## src/rtl/rtt_pkg.sv

```systemverilog
// Shared types, constants and helpers for the retransmit tracker.
// Used by every module of the block; depends on nothing else.
package rtt_pkg;

  localparam int RING_DEPTH  = 8;
  localparam int MAX_PAYLOAD = 1400;
  localparam int IDX_W       = $clog2(RING_DEPTH);
  localparam int CNT_W       = $clog2(RING_DEPTH + 1);
  localparam int LEN_W       = 11;
  localparam int TMO_W       = 16;
  localparam int RTY_W       = 4;

  localparam logic [TMO_W-1:0] INIT_TMO_RST  = 16'd1000;
  localparam logic [TMO_W-1:0] MAX_TMO_RST   = 16'd8000;
  localparam logic [RTY_W-1:0] RETRY_LIM_RST = 4'd5;

  localparam logic [1:0] CFG_INIT_TMO  = 2'd0;
  localparam logic [1:0] CFG_MAX_TMO   = 2'd1;
  localparam logic [1:0] CFG_RETRY_LIM = 2'd2;

  localparam int FLAG_FIN_BIT = 0;
  localparam int FLAG_SYN_BIT = 1;

  typedef enum logic [1:0] {
    OP_PUSH  = 2'd0,
    OP_ACK   = 2'd1,
    OP_TICK  = 2'd2,
    OP_CLEAR = 2'd3
  } op_t;

  typedef enum logic [2:0] {
    KIND_PUSHED     = 3'd0,
    KIND_RING_FULL  = 3'd1,
    KIND_RETRANSMIT = 3'd2,
    KIND_GAVE_UP    = 3'd3,
    KIND_TICK_DONE  = 3'd4,
    KIND_DONE       = 3'd5
  } kind_t;

  typedef enum logic [1:0] {
    ALU_AHEAD  = 2'd0,
    ALU_COVER  = 2'd1,
    ALU_EXPIRE = 2'd2
  } alu_op_t;

  typedef struct packed {
    logic [31:0]      seq;
    logic [31:0]      end_seq;
    logic [LEN_W-1:0] len;
    logic [7:0]       flags;
    logic [31:0]      sent;
    logic [TMO_W-1:0] tmo;
    logic [RTY_W-1:0] retries;
  } entry_t;

  typedef struct packed {
    logic             we;
    logic [IDX_W-1:0] addr;
    entry_t           data;
  } ring_wr_t;

  typedef struct packed {
    alu_op_t          op;
    logic [31:0]      a;
    logic [31:0]      b;
    logic [TMO_W-1:0] lim;
  } alu_req_t;

  typedef struct packed {
    logic             valid;
    kind_t            kind;
    logic [IDX_W-1:0] slot;
    logic [31:0]      seq;
    logic [7:0]       flags;
    logic [LEN_W-1:0] len;
    logic [RTY_W-1:0] retries;
    logic [CNT_W-1:0] occupancy;
    logic             last;
  } result_t;

  // Ring index arithmetic; the offset never exceeds the depth.
  function automatic logic [IDX_W-1:0] ring_add(input logic [IDX_W-1:0] base,
                                                input logic [CNT_W-1:0] off);
    logic [CNT_W:0] sum;
    sum = (CNT_W+1)'(base) + (CNT_W+1)'(off);
    if (sum >= (CNT_W+1)'(RING_DEPTH)) begin
      sum = sum - (CNT_W+1)'(RING_DEPTH);
    end
    return sum[IDX_W-1:0];
  endfunction

  // SYN and FIN each take one sequence number.
  function automatic logic [1:0] flag_extra(input logic [7:0] flags);
    return {1'b0, flags[FLAG_SYN_BIT]} + {1'b0, flags[FLAG_FIN_BIT]};
  endfunction

endpackage

```

## src/rtl/rtt_alu.sv

```systemverilog
// Shared 32-bit wrap-safe subtract and compare unit of the tracker.
// Depends on rtt_pkg for the request type and operation codes.
module rtt_alu (
  input  rtt_pkg::alu_req_t req,
  output logic              hit
);
  import rtt_pkg::*;

  logic [31:0] diff;

  assign diff = req.a - req.b;

  always_comb begin
    case (req.op)
      ALU_AHEAD:  hit = (diff != 32'd0) && !diff[31];
      ALU_COVER:  hit = !diff[31];
      ALU_EXPIRE: hit = diff >= {16'd0, req.lim};
      default:    hit = 1'b0;
    endcase
  end

endmodule

```

## src/rtl/rtt_ring.sv

```systemverilog
// Descriptor memory of the tracker: one write port, one registered read port.
// Depends on rtt_pkg for the entry and write request types.
module rtt_ring (
  input  logic                         clk,
  input  rtt_pkg::ring_wr_t            wr,
  input  logic [rtt_pkg::IDX_W-1:0]    raddr,
  output rtt_pkg::entry_t              rdata
);
  import rtt_pkg::*;

  entry_t mem [RING_DEPTH];
  entry_t rdata_r;

  always_ff @(posedge clk) begin
    if (wr.we) begin
      mem[wr.addr] <= wr.data;
    end
    rdata_r <= mem[raddr];
  end

  assign rdata = rdata_r;

endmodule

```

## src/rtl/rtt_ctrl.sv

```systemverilog
// Sequencer of the tracker: ring pointers, ack mark, configuration and result register.
// Depends on rtt_pkg; drives rtt_ring and rtt_alu.
module rtt_ctrl (
  input  logic                         clk,
  input  logic                         rst_n,
  input  logic                         start,
  output logic                         busy,
  input  logic [1:0]                   in_op,
  input  logic [31:0]                  in_seq_value,
  input  logic [rtt_pkg::LEN_W-1:0]    in_payload_len,
  input  logic [7:0]                   in_seg_flags,
  input  logic [31:0]                  in_now_ms,
  input  logic                         cfg_we,
  input  logic [1:0]                   cfg_index,
  input  logic [15:0]                  cfg_data,
  output rtt_pkg::ring_wr_t            ring_wr,
  output logic [rtt_pkg::IDX_W-1:0]    ring_raddr,
  input  rtt_pkg::entry_t              ring_rdata,
  output rtt_pkg::alu_req_t            alu_req,
  input  logic                         alu_hit,
  output rtt_pkg::result_t             result
);
  import rtt_pkg::*;

  typedef enum logic [8:0] {
    S_IDLE    = 9'b000000001,
    S_ACK_CMP = 9'b000000010,
    S_ACK_RD  = 9'b000000100,
    S_ACK_EV  = 9'b000001000,
    S_P1_RD   = 9'b000010000,
    S_P1_EV   = 9'b000100000,
    S_P2_RD   = 9'b001000000,
    S_P2_EV   = 9'b010000000,
    S_TDONE   = 9'b100000000
  } state_t;

  state_t           state_r, state_nxt;
  logic [IDX_W-1:0] head_r, head_nxt;
  logic [CNT_W-1:0] count_r, count_nxt;
  logic [31:0]      mark_r, mark_nxt;
  logic [CNT_W-1:0] k_r, k_nxt;
  logic             giveup_r, giveup_nxt;
  logic [IDX_W-1:0] cur_r, cur_nxt;
  logic [31:0]      seqv_r, seqv_nxt;
  logic [31:0]      now_r, now_nxt;
  logic [TMO_W-1:0] init_tmo_r;
  logic [TMO_W-1:0] max_tmo_r;
  logic [RTY_W-1:0] limit_r;
  result_t          res_r, res_nxt;

  logic [IDX_W-1:0] tail;
  logic [LEN_W-1:0] plen_sat;
  logic [LEN_W:0]   seq_span;
  logic             last_k;
  logic             at_limit;
  logic [TMO_W-1:0] tmo_backoff;

  assign busy   = (state_r != S_IDLE);
  assign result = res_r;

  assign tail     = ring_add(head_r, count_r);
  assign plen_sat = (32'(in_payload_len) > 32'(MAX_PAYLOAD)) ? LEN_W'(MAX_PAYLOAD)
                                                             : in_payload_len;
  assign seq_span = (LEN_W+1)'(plen_sat) + (LEN_W+1)'(flag_extra(in_seg_flags));
  assign last_k   = ((k_r + CNT_W'(1)) == count_r);
  assign at_limit = (ring_rdata.retries >= limit_r);
  assign tmo_backoff = (ring_rdata.tmo < (max_tmo_r >> 1)) ? (ring_rdata.tmo << 1)
                                                           : max_tmo_r;

  assign ring_raddr = (state_r == S_ACK_RD) ? head_r : ring_add(head_r, k_r);

  always_comb begin
    alu_req.op  = ALU_AHEAD;
    alu_req.a   = seqv_r;
    alu_req.b   = mark_r;
    alu_req.lim = ring_rdata.tmo;
    case (state_r)
      S_ACK_EV: begin
        alu_req.op = ALU_COVER;
        alu_req.a  = mark_r;
        alu_req.b  = ring_rdata.end_seq;
      end
      S_P1_EV, S_P2_EV: begin
        alu_req.op = ALU_EXPIRE;
        alu_req.a  = now_r;
        alu_req.b  = ring_rdata.sent;
      end
      default: ;
    endcase
  end

  always_comb begin
    state_nxt  = state_r;
    head_nxt   = head_r;
    count_nxt  = count_r;
    mark_nxt   = mark_r;
    k_nxt      = k_r;
    giveup_nxt = giveup_r;
    cur_nxt    = cur_r;
    seqv_nxt   = seqv_r;
    now_nxt    = now_r;
    res_nxt    = '0;

    ring_wr         = '0;
    ring_wr.addr    = cur_r;
    ring_wr.data    = ring_rdata;

    case (state_r)
      S_IDLE: begin
        if (start) begin
          seqv_nxt = in_seq_value;
          now_nxt  = in_now_ms;
          k_nxt    = '0;
          case (op_t'(in_op))
            OP_PUSH: begin
              res_nxt.valid = 1'b1;
              res_nxt.last  = 1'b1;
              if (count_r == CNT_W'(RING_DEPTH)) begin
                res_nxt.kind      = KIND_RING_FULL;
                res_nxt.occupancy = count_r;
              end else begin
                ring_wr.we           = 1'b1;
                ring_wr.addr         = tail;
                ring_wr.data.seq     = in_seq_value;
                ring_wr.data.end_seq = in_seq_value + 32'(seq_span);
                ring_wr.data.len     = plen_sat;
                ring_wr.data.flags   = in_seg_flags;
                ring_wr.data.sent    = in_now_ms;
                ring_wr.data.tmo     = init_tmo_r;
                ring_wr.data.retries = '0;
                count_nxt            = count_r + CNT_W'(1);
                res_nxt.kind         = KIND_PUSHED;
                res_nxt.slot         = tail;
                res_nxt.occupancy    = count_r + CNT_W'(1);
              end
            end
            OP_ACK: begin
              state_nxt = S_ACK_CMP;
            end
            OP_TICK: begin
              giveup_nxt = 1'b0;
              state_nxt  = (count_r == '0) ? S_TDONE : S_P1_RD;
            end
            default: begin
              head_nxt          = '0;
              count_nxt         = '0;
              mark_nxt          = in_seq_value;
              res_nxt.valid     = 1'b1;
              res_nxt.kind      = KIND_DONE;
              res_nxt.occupancy = '0;
              res_nxt.last      = 1'b1;
            end
          endcase
        end
      end

      S_ACK_CMP: begin
        if (alu_hit && (count_r != '0)) begin
          mark_nxt  = seqv_r;
          state_nxt = S_ACK_RD;
        end else begin
          if (alu_hit) begin
            mark_nxt = seqv_r;
          end
          res_nxt.valid     = 1'b1;
          res_nxt.kind      = KIND_DONE;
          res_nxt.occupancy = count_r;
          res_nxt.last      = 1'b1;
          state_nxt         = S_IDLE;
        end
      end

      S_ACK_RD: begin
        cur_nxt   = ring_raddr;
        state_nxt = S_ACK_EV;
      end

      S_ACK_EV: begin
        // The front descriptor is freed once the mark reaches its end sequence.
        if (alu_hit) begin
          head_nxt  = ring_add(cur_r, CNT_W'(1));
          count_nxt = count_r - CNT_W'(1);
        end
        if (alu_hit && (count_r != CNT_W'(1))) begin
          state_nxt = S_ACK_RD;
        end else begin
          res_nxt.valid     = 1'b1;
          res_nxt.kind      = KIND_DONE;
          res_nxt.occupancy = alu_hit ? (count_r - CNT_W'(1)) : count_r;
          res_nxt.last      = 1'b1;
          state_nxt         = S_IDLE;
        end
      end

      S_P1_RD: begin
        cur_nxt   = ring_raddr;
        state_nxt = S_P1_EV;
      end

      S_P1_EV: begin
        // The first pass only learns whether this tick ends in a give-up, since
        // every retransmit result must already carry the final ring occupancy.
        if (alu_hit && at_limit) begin
          giveup_nxt = 1'b1;
          k_nxt      = '0;
          state_nxt  = S_P2_RD;
        end else if (last_k) begin
          k_nxt     = '0;
          state_nxt = S_P2_RD;
        end else begin
          k_nxt     = k_r + CNT_W'(1);
          state_nxt = S_P1_RD;
        end
      end

      S_P2_RD: begin
        cur_nxt   = ring_raddr;
        state_nxt = S_P2_EV;
      end

      S_P2_EV: begin
        if (alu_hit && at_limit) begin
          head_nxt          = '0;
          count_nxt         = '0;
          res_nxt.valid     = 1'b1;
          res_nxt.kind      = KIND_GAVE_UP;
          res_nxt.occupancy = '0;
          res_nxt.last      = 1'b1;
          state_nxt         = S_IDLE;
        end else begin
          if (alu_hit) begin
            ring_wr.we           = 1'b1;
            ring_wr.data.sent    = now_r;
            ring_wr.data.tmo     = tmo_backoff;
            ring_wr.data.retries = ring_rdata.retries + RTY_W'(1);
            res_nxt.valid        = 1'b1;
            res_nxt.kind         = KIND_RETRANSMIT;
            res_nxt.slot         = cur_r;
            res_nxt.seq          = ring_rdata.seq;
            res_nxt.flags        = ring_rdata.flags;
            res_nxt.len          = ring_rdata.len;
            res_nxt.retries      = ring_rdata.retries + RTY_W'(1);
            res_nxt.occupancy    = giveup_r ? '0 : count_r;
          end
          if (last_k) begin
            state_nxt = S_TDONE;
          end else begin
            k_nxt     = k_r + CNT_W'(1);
            state_nxt = S_P2_RD;
          end
        end
      end

      S_TDONE: begin
        res_nxt.valid     = 1'b1;
        res_nxt.kind      = KIND_TICK_DONE;
        res_nxt.occupancy = count_r;
        res_nxt.last      = 1'b1;
        state_nxt         = S_IDLE;
      end

      default: begin
        state_nxt = S_IDLE;
      end
    endcase
  end

  always_ff @(posedge clk) begin
    if (!rst_n) begin
      state_r    <= S_IDLE;
      head_r     <= '0;
      count_r    <= '0;
      mark_r     <= '0;
      k_r        <= '0;
      giveup_r   <= 1'b0;
      res_r      <= '0;
      init_tmo_r <= INIT_TMO_RST;
      max_tmo_r  <= MAX_TMO_RST;
      limit_r    <= RETRY_LIM_RST;
    end else begin
      state_r  <= state_nxt;
      head_r   <= head_nxt;
      count_r  <= count_nxt;
      mark_r   <= mark_nxt;
      k_r      <= k_nxt;
      giveup_r <= giveup_nxt;
      res_r    <= res_nxt;
      if (cfg_we) begin
        case (cfg_index)
          CFG_INIT_TMO:  init_tmo_r <= cfg_data;
          CFG_MAX_TMO:   max_tmo_r  <= cfg_data;
          CFG_RETRY_LIM: limit_r    <= cfg_data[RTY_W-1:0];
          default: ;
        endcase
      end
    end
  end

  always_ff @(posedge clk) begin
    cur_r  <= cur_nxt;
    seqv_r <= seqv_nxt;
    now_r  <= now_nxt;
  end

endmodule

```

## src/rtl/tcp_retransmit_tracker_core.sv

```systemverilog
// Top level of the TCP retransmit tracker with exponential backoff.
// Depends on rtt_pkg and instantiates rtt_ctrl, rtt_ring and rtt_alu.
//
//   Channel  | Handshake               | Payload
//   ---------+-------------------------+-------------------------------------------
//   request  | start / busy            | in_op, in_seq_value, in_payload_len,
//            |                         | in_seg_flags, in_now_ms
//   result   | out_valid (one cycle)   | out_kind, out_slot, out_seq_out, out_flags_out,
//            |                         | out_len_out, out_retry_count, out_occupancy,
//            |                         | out_last_of_run
//   config   | cfg_we                  | cfg_index, cfg_data
//
// Push and clear finish in the accept cycle; the result is registered and shows in the next cycle.
// An ack compares its value with the mark, then reads and tests descriptors in order: each
// freed one and the one still outstanding that stops the walk; a tick walks the held
// descriptors twice (each walk ends early on a give-up), set by the single read port of
// the descriptor memory and the shared compare unit. Results cannot be held off, and a
// new request is taken only while busy is low. Reset (rst_n low, synchronous) empties the
// ring, zeroes the mark and restores the register defaults; no clearing pass.
module tcp_retransmit_tracker_core (
  input  logic                         clk,
  input  logic                         rst_n,
  input  logic                         start,
  output logic                         busy,
  input  logic [1:0]                   in_op,
  input  logic [31:0]                  in_seq_value,
  input  logic [rtt_pkg::LEN_W-1:0]    in_payload_len,
  input  logic [7:0]                   in_seg_flags,
  input  logic [31:0]                  in_now_ms,
  output logic                         out_valid,
  output logic [2:0]                   out_kind,
  output logic [rtt_pkg::IDX_W-1:0]    out_slot,
  output logic [31:0]                  out_seq_out,
  output logic [7:0]                   out_flags_out,
  output logic [rtt_pkg::LEN_W-1:0]    out_len_out,
  output logic [rtt_pkg::RTY_W-1:0]    out_retry_count,
  output logic [rtt_pkg::CNT_W-1:0]    out_occupancy,
  output logic                         out_last_of_run,
  input  logic                         cfg_we,
  input  logic [1:0]                   cfg_index,
  input  logic [15:0]                  cfg_data
);
  import rtt_pkg::*;

  ring_wr_t         ring_wr;
  logic [IDX_W-1:0] ring_raddr;
  entry_t           ring_rdata;
  alu_req_t         alu_req;
  logic             alu_hit;
  result_t          result;

  rtt_ctrl u_ctrl (
    .clk            (clk),
    .rst_n          (rst_n),
    .start          (start),
    .busy           (busy),
    .in_op          (in_op),
    .in_seq_value   (in_seq_value),
    .in_payload_len (in_payload_len),
    .in_seg_flags   (in_seg_flags),
    .in_now_ms      (in_now_ms),
    .cfg_we         (cfg_we),
    .cfg_index      (cfg_index),
    .cfg_data       (cfg_data),
    .ring_wr        (ring_wr),
    .ring_raddr     (ring_raddr),
    .ring_rdata     (ring_rdata),
    .alu_req        (alu_req),
    .alu_hit        (alu_hit),
    .result         (result)
  );

  rtt_ring u_ring (
    .clk   (clk),
    .wr    (ring_wr),
    .raddr (ring_raddr),
    .rdata (ring_rdata)
  );

  rtt_alu u_alu (
    .req (alu_req),
    .hit (alu_hit)
  );

  assign out_valid       = result.valid;
  assign out_kind        = result.kind;
  assign out_slot        = result.slot;
  assign out_seq_out     = result.seq;
  assign out_flags_out   = result.flags;
  assign out_len_out     = result.len;
  assign out_retry_count = result.retries;
  assign out_occupancy   = result.occupancy;
  assign out_last_of_run = result.last;

endmodule

```

## config.mk

```make
export PLATFORM = sky130hd
export DESIGN_NAME = tcp_retransmit_tracker_core
export DESIGN_NICKNAME = d
export VERILOG_FILES = /design/src/rtl/rtt_pkg.sv /design/src/rtl/rtt_alu.sv /design/src/rtl/rtt_ring.sv /design/src/rtl/rtt_ctrl.sv /design/src/rtl/tcp_retransmit_tracker_core.sv
export SDC_FILE = /design/constraint.sdc
export NUM_CORES = 2
export LEC_CHECK = 0
export BUFFER_PORTS_ARGS = -buffer_cell sky130_fd_sc_hd__buf_2
export CAP_MARGIN = 20
export CORE_MARGIN = 5
export CORE_UTILIZATION = 35
export DETAILED_ROUTE_END_ITERATION = 16
export HOLD_SLACK_MARGIN = 0.12
export SLEW_MARGIN = 20
export SYNTH_ARGS = -nofsm -noshare
export SYNTH_HDL_FRONTEND = slang
export SYNTH_SLANG_ARGS = --single-unit
```

## constraint.sdc

```tcl
create_clock -name clk -period 15.4 [get_ports clk]
set_input_delay 0 -clock clk [delete_from_list [all_inputs] [get_ports clk]]
set_output_delay 0 -clock clk [all_outputs]
set_load 0.03 [all_outputs]
```

==> flow_metrics.env <==
export IMPL_hold_class="input pin to flop"
export IMPL_drc_errors=0
export IMPL_fin_crit_sh=0.647
export IMPL_postCtsSetupBuffers=0
export IMPL_whs_endpoint="u_ctrl.seqv_r[8]"
export IMPL_syn_cell_area_um2=60800
export IMPL_drt_pass1_iterations=6
export IMPL_synth_seq_area_share=0.662
export IMPL_layout_drive_gt1_share=0.0920
export IMPL_fmax_ghz=0.100
export IMPL_peakVddDrop_v=0.000120
export IMPL_rows=153
export IMPL_synth_top_area_frac=0.566
export IMPL_avgSynthCellArea_um2=11.1
export IMPL_r2r_start="u_ctrl.state_r[0]"
export IMPL_hold_path_startpoint="in_seq_value[8]"
export IMPL_grt_pass1_vias=42000
export IMPL_grt_pass1_wl_mm=272
export IMPL_clock_path_buffers=3
export IMPL_cts_tree="yes"
export IMPL_grt_start_max_net_pins=204
export IMPL_die_area_um2=182000
export IMPL_worst_slew_pin_slew_ns=1.37
export IMPL_htree_num_levels=4
export IMPL_status="finished, final reports clean"
export IMPL_final_min_clock_period_ns=9.96
export IMPL_cp_start_kind="flop"
export IMPL_synth_edff_count=1147
export IMPL_viasPerCell=5.32
export IMPL_numClockSinks=1438
export IMPL_drt_iter0_drc=3812
export IMPL_most_common_layout_cells="1,646 x nand2_1, 1,147 x edfxtp_1, 715 x nand3_1, 291 x dfxtp_1, 213 x o21ai_0"
export IMPL_yosysUniqueCellTypes=91
export IMPL_crit_required_ns=15.77
export IMPL_routabilityCongestion=0.894
export IMPL_antenna_found_initial=11
export IMPL_fin_tns_setup_ns=0
export IMPL_endpoint_kind="flop"
export IMPL_chipWidth_um=427
export IMPL_synth_seq_cells=1438
export IMPL_synth_nets=5691
export IMPL_synth_top_cell_by_area="edfxtp_1"
export IMPL_setup_violations=0
export IMPL_nNetsFinal=5907
export IMPL_fin_util=0.409
export IMPL_min_path_cells=2
export IMPL_place_hpwl_mm=107
export IMPL_ys_async_sr_fraction=0
export IMPL_worstReg2RegEnd="u_ring.mem[7][40]"
export IMPL_root_buffer="clkbuf_16"
export IMPL_syn_inst=5481
export IMPL_clkTransAtPathRegs_ns=0.06
export IMPL_hold_violations=0
export IMPL_detail_route_antenna_nets=0
export IMPL_grt_overflow_total=0
export IMPL_portBuffers=174
export IMPL_synth_area_leaders="edfxtp_1 57%, nand2_1 10%, dfxtp_1 9.6%, nand3_1 5.9%, ha_1 2.0%"
export IMPL_start_util=0.351
export IMPL_leakage_uw=0.0264
export IMPL_clock_latency_ns=0.81
export IMPL_final_common_cell="nand2_1"
export IMPL_cp_data_arrival_time_ns=10.33
export IMPL_crit_type="flop to flop"
export IMPL_numCtsBuffers=149
export IMPL_yosysWarnings=0
export IMPL_area_growth_pct=16.6
export IMPL_die_height_um=427
export IMPL_io_pins=175
export IMPL_wl_per_cell_um=22.5
export IMPL_maxSlewViolCount=0
export IMPL_track_usage=0.197
export IMPL_regToRegSetupSlack_ns=5.44
export IMPL_num_vias=43400
export IMPL_max_slew_margin=0.0893
export IMPL_path_max_fanout=67
export IMPL_powerDensity_nw_per_um2=125
export IMPL_ff2ff_path_depth=26
export IMPL_rsz0062_at_grt="false"
export IMPL_cap_violations=0
export IMPL_synth_ff_type="edfxtp_1"
export IMPL_fin_skew_ns=0.0653
export IMPL_core_area_um2=173000
export IMPL_routed_wl_mm=184
==> cell families (layout without fill, tap and decap cells) <==
logic type	after synthesis	count (layout)	synth area share
AOI/OAI and AO/OA	725	725	0.0823
xor gates and xnor gates	48	48	0.00691
adders and majority gates	103	103	0.0218
and+or+nand+nor	2714	2714	0.194
muxes	37	37	0.00635
DFF	1438	1438	0.662
other	0	9	0
buffers and inverters	416	758	0.0267
==> stage by stage <==
step	instance area, um2	cells	hold WS (ns)	total power (uW)	setup slack, ns
finish	70900	8157	0.192	8890	5.44
global placement	64000	7689	0.198	5200	5.78
global route	70900	8150	0.159	9200	4.89
detailed placement	64000	7689	0.196	5200	5.62
CTS	70900	8148	0.121	8940	5.55
floorplan	60800	5481	0.0989	4930	3.30
==> worst max path at each step <==
stage / end / startpoint
global route: u_ring.mem[7][42] / u_ctrl.state_r[0]
detailed placement: u_ring.mem[7][35] / u_ctrl.state_r[0]
CTS: u_ring.mem[7][42] / u_ctrl.state_r[0]
finish: u_ring.mem[7][40] / u_ctrl.state_r[0]
floorplan: u_ring.mem[0][0] / u_ctrl.state_r[0]
global placement: u_ring.mem[7][35] / u_ctrl.state_r[0]
==> final cells by class <==
class | instances | area (um2)
Fill cell | 16500 | 103000
Sequential cell | 1438 | 40300
Multi-Input combinational cell | 3627 | 19100
Clock buffer | 206 | 4120
Timing Repair Buffer | 403 | 3210
Tap cell | 2325 | 2910
Clock inverter | 71 | 958
Inverter | 78 | 308
Antenna cell | 9 | 22.5
==> Yosys cell counts (all sizes together), types with 15 or more instances <==
master	count
edfxtp	1147
o21ai	221
nand3	716
dfxtp	291
a211oi	25
o21a	15
ha	98
nand2	1646
nor4	20
buf	45
nor3	22
nand2b	18
and3	72
xnor2	29
or3	26
nor2b	15
a311oi	34
clkbuf	293
nor2	102
inv	76
xor2	19
a21o	57
a21oi	129
a22o	63
a22oi	36
o211ai	33
a21boi	15
mux2i	24
==> worst max-delay path, cell delays in order (launching register included) <==
cell	delay, ns
dfxtp_1	0.38
nor4_2	0.39
nand2b_1	0.22
nor4_2	0.27
buf_4	0.62
a22o_1	0.26
a21oi_1	0.05
ha_1	0.26
fa_1	0.48
nor2b_1	0.33
o31ai_4	0.14
a211oi_1	0.69
o21ai_0	0.31
and2_1	0.21
ha_1	0.30
o2111ai_1	0.14
o21ai_0	0.19
a21oi_1	0.06
o31a_1	0.14
nor2_1	0.12
o21ai_1	0.14
nor4b_2	0.30
nor4_4	0.28
buf_4	0.68
a22oi_1	0.48
nor2_4	0.93
buf_4	0.94
==> metal layers <==
layer | track usage | routed length (um) | part of all wire
met3 | 0.0309 | 10800 | 0.059
met5 | 0 | 0 | 0
met1 | 0.258 | 77400 | 0.42
met2 | 0.324 | 87500 | 0.48
met4 | 0.0838 | 7790 | 0.042
==> where the power goes <==
part           internal (uW)  switching, uW
clock network           2150           1560
registers               4290           43.3
logic                    280            563
==> repair_timing <==
item                                    in CTS  in global routing
endpoints found under the hold margin      978                  0
gates resized for setup                      0                  0
hold buffers                               182                  0
endpoints found under the setup margin       0                  0
==> state kept, by name, summed over array words and instances (netlist names), 4 cells and up <==
register	flops
u_ctrl.count_r	4
u_ctrl.seqv_r	32
u_ctrl.max_tmo_r	16
u_ctrl.result	67
u_ring.mem	1080
u_ctrl.k_r	4
u_ctrl.now_r	32
u_ring.rdata	135
u_ctrl.mark_r	32
u_ctrl.init_tmo_r	16
u_ctrl.state_r	9
u_ctrl.limit_r	4
No activity file was read; power rests on OpenSTA's default activity.
